$ cat src/hw/rtl/mbrc_pkg.sv
`timescale 1ns / 1ps

package mbrc_pkg;

    // Field widths of the channels.
    localparam int unsigned BYTE_W      = 8;
    localparam int unsigned FUNC_W      = 7;
    localparam int unsigned STATUS_W    = 3;
    localparam int unsigned FRAME_LEN_W = 9;
    localparam int unsigned CRC_W       = 16;
    localparam int unsigned CFG_IDX_W   = 2;
    localparam int unsigned CFG_DATA_W  = 8;
    localparam int unsigned RESULT_W    = STATUS_W + BYTE_W + FRAME_LEN_W;
    localparam int unsigned M_TDATA_W   = ((RESULT_W + 7) / 8) * 8;

    // Default frame limit in bytes.
    localparam int unsigned MAX_FRAME_DEF = 256;

    // CRC-16/MODBUS constants.
    localparam logic [CRC_W-1:0] CRC_POLY = 16'hA001;
    localparam logic [CRC_W-1:0] CRC_INIT = 16'hFFFF;

    // Bit that marks an exception response in the function byte.
    localparam logic [BYTE_W-1:0] FN_EXCEPTION_BIT = 8'h80;
    // Shortest frame worth checking.
    localparam logic [FRAME_LEN_W-1:0] MIN_FRAME = 9'h002;

    // Configuration register indexes.
    typedef enum logic [CFG_IDX_W-1:0] {
        CFG_SLAVE_ADDR = 2'd0,
        CFG_FUNCTION   = 2'd1,
        CFG_LENGTH     = 2'd2
    } cfg_idx_t;

    // Meaning of the tuser bit on the input side.
    localparam logic REQ_DATA = 1'b0;
    localparam logic REQ_EOF  = 1'b1;

    typedef enum logic [STATUS_W-1:0] {
        ST_OK            = 3'd0,
        ST_OVERFLOW      = 3'd1,
        ST_TOO_SHORT     = 3'd2,
        ST_CRC_BAD       = 3'd3,
        ST_ADDR_MISMATCH = 3'd4,
        ST_LEN_MISMATCH  = 3'd5,
        ST_EXCEPTION     = 3'd6,
        ST_UNKNOWN_FN    = 3'd7
    } status_t;

    // Running state of the frame under reception.
    typedef struct packed {
        logic [CRC_W-1:0]       crc;
        logic [FRAME_LEN_W-1:0] count;
        logic [BYTE_W-1:0]      addr_byte;
        logic [BYTE_W-1:0]      func_byte;
        logic [BYTE_W-1:0]      third_byte;
        logic                   overflowed;
    } frame_state_t;

    // Expected values taken from the configuration registers.
    typedef struct packed {
        logic [BYTE_W-1:0] slave_addr;
        logic [FUNC_W-1:0] function_code;
        logic [BYTE_W-1:0] length;
    } cfg_t;

    typedef struct packed {
        logic [FRAME_LEN_W-1:0] frame_length;
        logic [BYTE_W-1:0]      exception_code;
        status_t                status;
    } result_t;

    // One byte through the reflected CRC-16, LSB first.
    function automatic logic [CRC_W-1:0] crc_byte(input logic [CRC_W-1:0] crc_in,
                                                  input logic [BYTE_W-1:0] data);
        logic [CRC_W-1:0] c;
        c = crc_in ^ {{(CRC_W-BYTE_W){1'b0}}, data};
        for (int k = 0; k < BYTE_W; k++) begin
            if (c[0]) begin
                c = (c >> 1) ^ CRC_POLY;
            end else begin
                c = c >> 1;
            end
        end
        return c;
    endfunction

endpackage

$ cat src/hw/rtl/mbrc_frame_state.sv
`timescale 1ns / 1ps

// Holds the CRC, byte count, header bytes and overflow flag of the frame
// being received, and clears them when the frame is closed.
module mbrc_frame_state #(
    parameter int unsigned MAX_FRAME = mbrc_pkg::MAX_FRAME_DEF
) (
    input  logic                        aclk,
    input  logic                        aresetn,
    input  logic                        byte_en,
    input  logic                        eof_en,
    input  logic [mbrc_pkg::BYTE_W-1:0] rx_byte,
    output mbrc_pkg::frame_state_t      state
);

    localparam int unsigned COUNT_W = $clog2(MAX_FRAME + 1);
    localparam logic [COUNT_W-1:0] COUNT_MAX = COUNT_W'(MAX_FRAME);

    logic [mbrc_pkg::CRC_W-1:0]  crc_reg,   crc_next;
    logic [COUNT_W-1:0]          count_reg, count_next;
    logic [mbrc_pkg::BYTE_W-1:0] addr_reg,  addr_next;
    logic [mbrc_pkg::BYTE_W-1:0] func_reg,  func_next;
    logic [mbrc_pkg::BYTE_W-1:0] third_reg, third_next;
    logic                        ovf_reg,   ovf_next;

    always_comb begin
        crc_next   = crc_reg;
        count_next = count_reg;
        addr_next  = addr_reg;
        func_next  = func_reg;
        third_next = third_reg;
        ovf_next   = ovf_reg;
        if (eof_en) begin
            crc_next   = mbrc_pkg::CRC_INIT;
            count_next = '0;
            addr_next  = '0;
            func_next  = '0;
            third_next = '0;
            ovf_next   = 1'b0;
        end else if (byte_en) begin
            if (count_reg >= COUNT_MAX) begin
                // Bytes past the limit only raise the flag.
                ovf_next = 1'b1;
            end else begin
                if (count_reg == COUNT_W'(0)) begin
                    addr_next = rx_byte;
                end
                if (count_reg == COUNT_W'(1)) begin
                    func_next = rx_byte;
                end
                if (count_reg == COUNT_W'(2)) begin
                    third_next = rx_byte;
                end
                crc_next   = mbrc_pkg::crc_byte(crc_reg, rx_byte);
                count_next = count_reg + COUNT_W'(1);
            end
        end
    end

    always_ff @(posedge aclk) begin
        if (!aresetn) begin
            crc_reg   <= mbrc_pkg::CRC_INIT;
            count_reg <= '0;
            addr_reg  <= '0;
            func_reg  <= '0;
            third_reg <= '0;
            ovf_reg   <= 1'b0;
        end else begin
            crc_reg   <= crc_next;
            count_reg <= count_next;
            addr_reg  <= addr_next;
            func_reg  <= func_next;
            third_reg <= third_next;
            ovf_reg   <= ovf_next;
        end
    end

    always_comb begin
        state.crc        = crc_reg;
        state.count      = mbrc_pkg::FRAME_LEN_W'(count_reg);
        state.addr_byte  = addr_reg;
        state.func_byte  = func_reg;
        state.third_byte = third_reg;
        state.overflowed = ovf_reg;
    end

endmodule

$ cat config.mk
export PLATFORM = sky130hd
export DESIGN_NAME = mbrc_frame_state
export DESIGN_NICKNAME = d
export VERILOG_FILES = /design/src/hw/rtl/mbrc_pkg.sv /design/src/hw/rtl/mbrc_frame_state.sv
export SDC_FILE = /design/constraint.sdc
export NUM_CORES = 1
export LEC_CHECK = 0
export BUFFER_PORTS_ARGS = -buffer_cell sky130_fd_sc_hd__buf_2
export CAP_MARGIN = 20
export CORE_MARGIN = 2
export CORE_UTILIZATION = 48
export CTS_BUF_LIST = sky130_fd_sc_hd__clkbuf_8
export DETAILED_ROUTE_END_ITERATION = 7
export GPL_TIMING_DRIVEN = 0
export HOLD_SLACK_MARGIN = 0.12
export PLACE_DENSITY = 0.82
export SLEW_MARGIN = 20
export SYNTH_ARGS = -nofsm -noshare
export SYNTH_HDL_FRONTEND = slang
export SYNTH_SLANG_ARGS = --single-unit
export TNS_END_PERCENT = 5
$ cat constraint.sdc
create_clock -name aclk -period 1.85 [get_ports aclk]
set_clock_uncertainty 0.2 [all_clocks]
set_input_delay 0.0925 -clock aclk [delete_from_list [all_inputs] [get_ports aclk]]
set_output_delay 0.0925 -clock aclk [all_outputs]
set_load 0.1 [all_outputs]
Yosys cells after proc, flatten, opt, wreduce, memory -nomap -nowiden
Index checks and enable logic that the tools add are counted.

cells by class
  $add $sub $neg = 1
  order comparisons = 1
  eq/ne operators = 2
  mux-type cells = 29
  bitwise gates (word level) = 11
  reductions and logical operators = 7

operators with widths
  kind                                                             count
  16-bit two-way mux                                               29
  2-bit inverter with 3-bit output                                 8
  16-bit by 8-bit XOR with 16-bit output                           1
  9-bit by 1-bit adder with 9-bit output, second input constant    1
  9-bit by 1-bit == test with 1-bit output, second input constant  1
  9-bit by 2-bit == test with 1-bit output, second input constant  1
  9-bit >= comparator, second input constant                       1
  9-bit zero test                                                  1
  3-bit AND reduction                                              3
  2-bit AND reduction                                              2
  1-bit inverter                                                   2
  2-bit OR reduction                                               1

storage, ports and cells
  register bits after elaboration = 50
  bits of input ports = 12
  logic and storage cells = 57

Longest topological paths before layout
  word-level depth = 38
  mapped depth = 6
  mapped depth without buffers = 5

Least setup slack after synthesis
OpenSTA, ideal clock, no wires.

  kind = flip-flop to flip-flop
  from = reg count_reg[3]
  to = reg func_reg[0] (netlist name)
  data arrival time = 2.187 ns
  required time = 1.522 ns
  setup slack = -0.666 ns
  cell stages (with the launch flop) = 6
  clock period less this slack = 2.516 ns
  path through = dfxtp_1 or4_4 nor4_4 nand2_1 nand2_1 a21oi_1

between the ends
  cells in the longest elaborated chain, start to end = 3
  elaborated cells between the ends (all ways) = 4

RTL lines
  item                                      line                    RTL
  start, declared                           mbrc_frame_state.sv:20  logic [COUNT_W-1:0] count_reg, count_next;
  start signal, assigned                    mbrc_frame_state.sv:70  count_reg <= count_next;
  9-bit >= comparator                       mbrc_frame_state.sv:41  if (count_reg >= COUNT_MAX) begin
  1-bit inverter (no source line)           -
  3-bit AND reduction (no source line) (*)  -
  end signal, assigned                      mbrc_frame_state.sv:72  func_reg <= func_next;
  end, declared                             mbrc_frame_state.sv:22  logic [mbrc_pkg::BYTE_W-1:0] func_reg, func_next;

Mark *: on every way between the ends. The rest lies on a longest branch, timed or not.
A chain may end at the register's enable or synchronous reset.

Worst setup path in the final report
  from = reg count_reg[6]
  to = reg addr_reg[1] (netlist name)

between the ends
  cells in the longest elaborated chain, start to end = 3
  elaborated cells between the ends (all ways) = 4

RTL lines
  item                                      line                    RTL
  9-bit >= comparator                       mbrc_frame_state.sv:41
  1-bit inverter (no source line)           -
  3-bit AND reduction (no source line) (*)  -
  end signal, assigned                      mbrc_frame_state.sv:71  addr_reg <= addr_next;
  end, declared                             mbrc_frame_state.sv:21  logic [mbrc_pkg::BYTE_W-1:0] addr_reg, addr_next;

Marks and branches as above.

==> impl_metrics.ini <==
[grt]
grt_use_total = 0.224
overflow = 0
grt_first_pass_wirelength_mm = 9.00
first_global_vias = 1872
antenna_found_initial = 0
grt_max_degree = 15

[pwr]
p_total_w = 0.00239
p_leak_nw = 1.30
power_density_nw_per_um2 = 783
peakVddDrop_mv = 0.418

[critical_path]
critPathKind = register to register
cp-startpoint = count_reg[6]
end_kind = register
cp_max_fo = 6
worst-endpoint-arrival_ns = 1.99
worst-r2r-cell-count = 6
required_ns = 1.89
start_kind = register
r2r_end = addr_reg[1]
worstReg2RegStart = count_reg[6]
r2r_setup_slack_ns = -0.10

[synthesis]
ys.flop_type = dfxtp_1
yosys_warnings = 0
syn_area_um2 = 2190
ys_types = 27
synthArstFlopShare = 0
syn_avg_cell_area_um2 = 8.86
synth_edf_count = 0
mappedNetlistNets = 263
netlist_instances = 247
ys_ff_latch = 50
yosysSeqAreaShare = 0.457

[outcome]
violations = setup timing
status = finished with violations

[floorplan]
die_x_um = 71.5
die-area_um2 = 5120
core-area_um2 = 4380
rows = 24
ios = 62
initial_core_util = 0.499
fp.dieH_um = 71.5

[timing]
timing.final.ws_setup_ns = -0.101
fin_crit_ns = 1.95
finalCritPeriodShare = 1.05
rsz0062_at_grt = true
setup_viol = 25
finalHoldViolations = 0
worstMarginPinSlew_ns = 0.508
finalMaxSlewViolations = 0
whs_ns = 0.118
slew-limit-headroom = 0.664
fmax_mhz = 513

[clocking]
root_buffer = clkbuf_8
cts_tree = built
cts_buffer_depth = 2
clock_sinks = 50
worstSkewPairLatency_ns = 0.30
cts_made_buffers = 5
clk_pin_slew_worst_paths_ns = 0.08
htree_levels = 2

[min_path]
holdPathStages = 4
min_to = crc_reg[13]
min_from = rx_byte[6]
hp-class = primary input to register

[layout]
layout_common_cells = buf_2 (62), nand2_1 (51), dfxtp_1 (34)
fillers = 326
drive_gt1_frac = 0.372
fin_cells = 393
antennaDiodeCount = 0
fin_area_um2 = 3060
synthToLayoutAreaGrowth_pct = 39.5
nNetsFinal = 356
largest_register_ffs = 16
final_common_cell = buf_2

[drt]
routedWlPerCell_um = 14.7
routed_wl_mm = 5.79
detail-route-antenna-nets = 0
dr.pass1.iters = 4
first_iter_violations = 178
vias = 2038
viasPerCell = 5.19
drc = 0

[flow_run]
max_cap_viol_count = 0

[place]
portBuffers = 61
placedCellCount = 360
dp_slack_ns = -0.283
placed_cell_area_um2 = 2610
place_congestion = 0.831
dp.final_hpwl_mm = 3.68
-- layer usage --
| layer | GRT usage | share of wire | wire length [µm] |
|---|---|---|---|
| met1 | 0.295 | 0.44 | 2530 |
| met2 | 0.373 | 0.49 | 2820 |
| met3 | 0.0534 | 0.057 | 328 |
| met4 | 0.0566 | 0.019 | 110 |
| met5 | 0 | 0 | 0 |
-- power by group --
part	internal, W	switching (W)	leakage [nW]
Clock	0.000253	0.000342	0.0519
Combinational	0.000238	0.000435	0.838
Sequential	0.00110	0.0000272	0.409
-- cell families after synthesis --
kind of cell / count (synthesis) / share of synthesized area
xor+xnor: 26 / 0.120
compound gates: 42 / 0.104
simple gates: 106 / 0.226
buf+inv: 19 / 0.0703
fa+ha+maj: 4 / 0.0229
flops: 50 / 0.457
-- worst max-delay path, cell delays in order (launching register included) --
cell       delay (ns)
dfxtp_2          0.34
or4_4            0.55
nor4_4           0.22
buf_6            0.20
clkbuf_16        0.15
nand3_1          0.09
a21oi_1          0.13
-- through the flow --
stage	util	TNS (ns)
after floorplan	-	-5.89
after global placement	0.595	-6.04
after detailed placement	0.595	-6.59
after CTS	0.661	-2.16
after global routing	0.697	-3.71
final	0.697	-1.56
-- synthesized netlist by cell type (4+ instances only) --
library cell  instances  area (µm²)
o211ai_1              6        45.0
xor2_1                8        70.1
nand3_1              31         155
clkbuf_1              5        18.8
xnor2_1              15         131
dfxtp_1              50        1000
ha_1                  4        50.1
a21oi_1              31         155
clkbuf_8              4        55.1
nand2_1              54         203
nor2_1                7        26.3
buf_6                 4        45.0
-- worst max path at each step --
stage | slack (ns) | cells after the start | to
after floorplan | -0.23 | 5 | third_reg[0]
after global placement | -0.26 | 5 | func_reg[0]
after detailed placement | -0.28 | 5 | func_reg[2]
after CTS | -0.11 | 6 | addr_reg[4]
after global routing | -0.18 | 6 | addr_reg[1]
final | -0.10 | 6 | addr_reg[1]
-- what timing repair did --
action | 4_1_cts | 5_1_grt
hold buffers | 16 | 1
endpoints found under the setup margin | 27 | 29
gates resized for setup | 7 | 19
pin swaps | 2 | 8
buffers inserted | 2 | 3
hold endpoints to repair | 32 | 3
cloned | 1 | 2
-- cell type report --
| class | instances | area (µm²) | area share |
|---|---|---|---|
| multi-input combinational | 178 | 1150 | 0.377 |
| inverter | 3 | 11.3 | 0.00369 |
| clock buffer | 5 | 68.8 | 0.0225 |
| tap | 52 | 65.1 | 0.0213 |
| timing repair buffer | 86 | 558 | 0.183 |
| sequential | 50 | 1040 | 0.341 |
| clock inverter | 3 | 11.3 | 0.00369 |
| buffer | 16 | 148 | 0.0483 |
No activity file was read; power rests on OpenSTA's default activity.
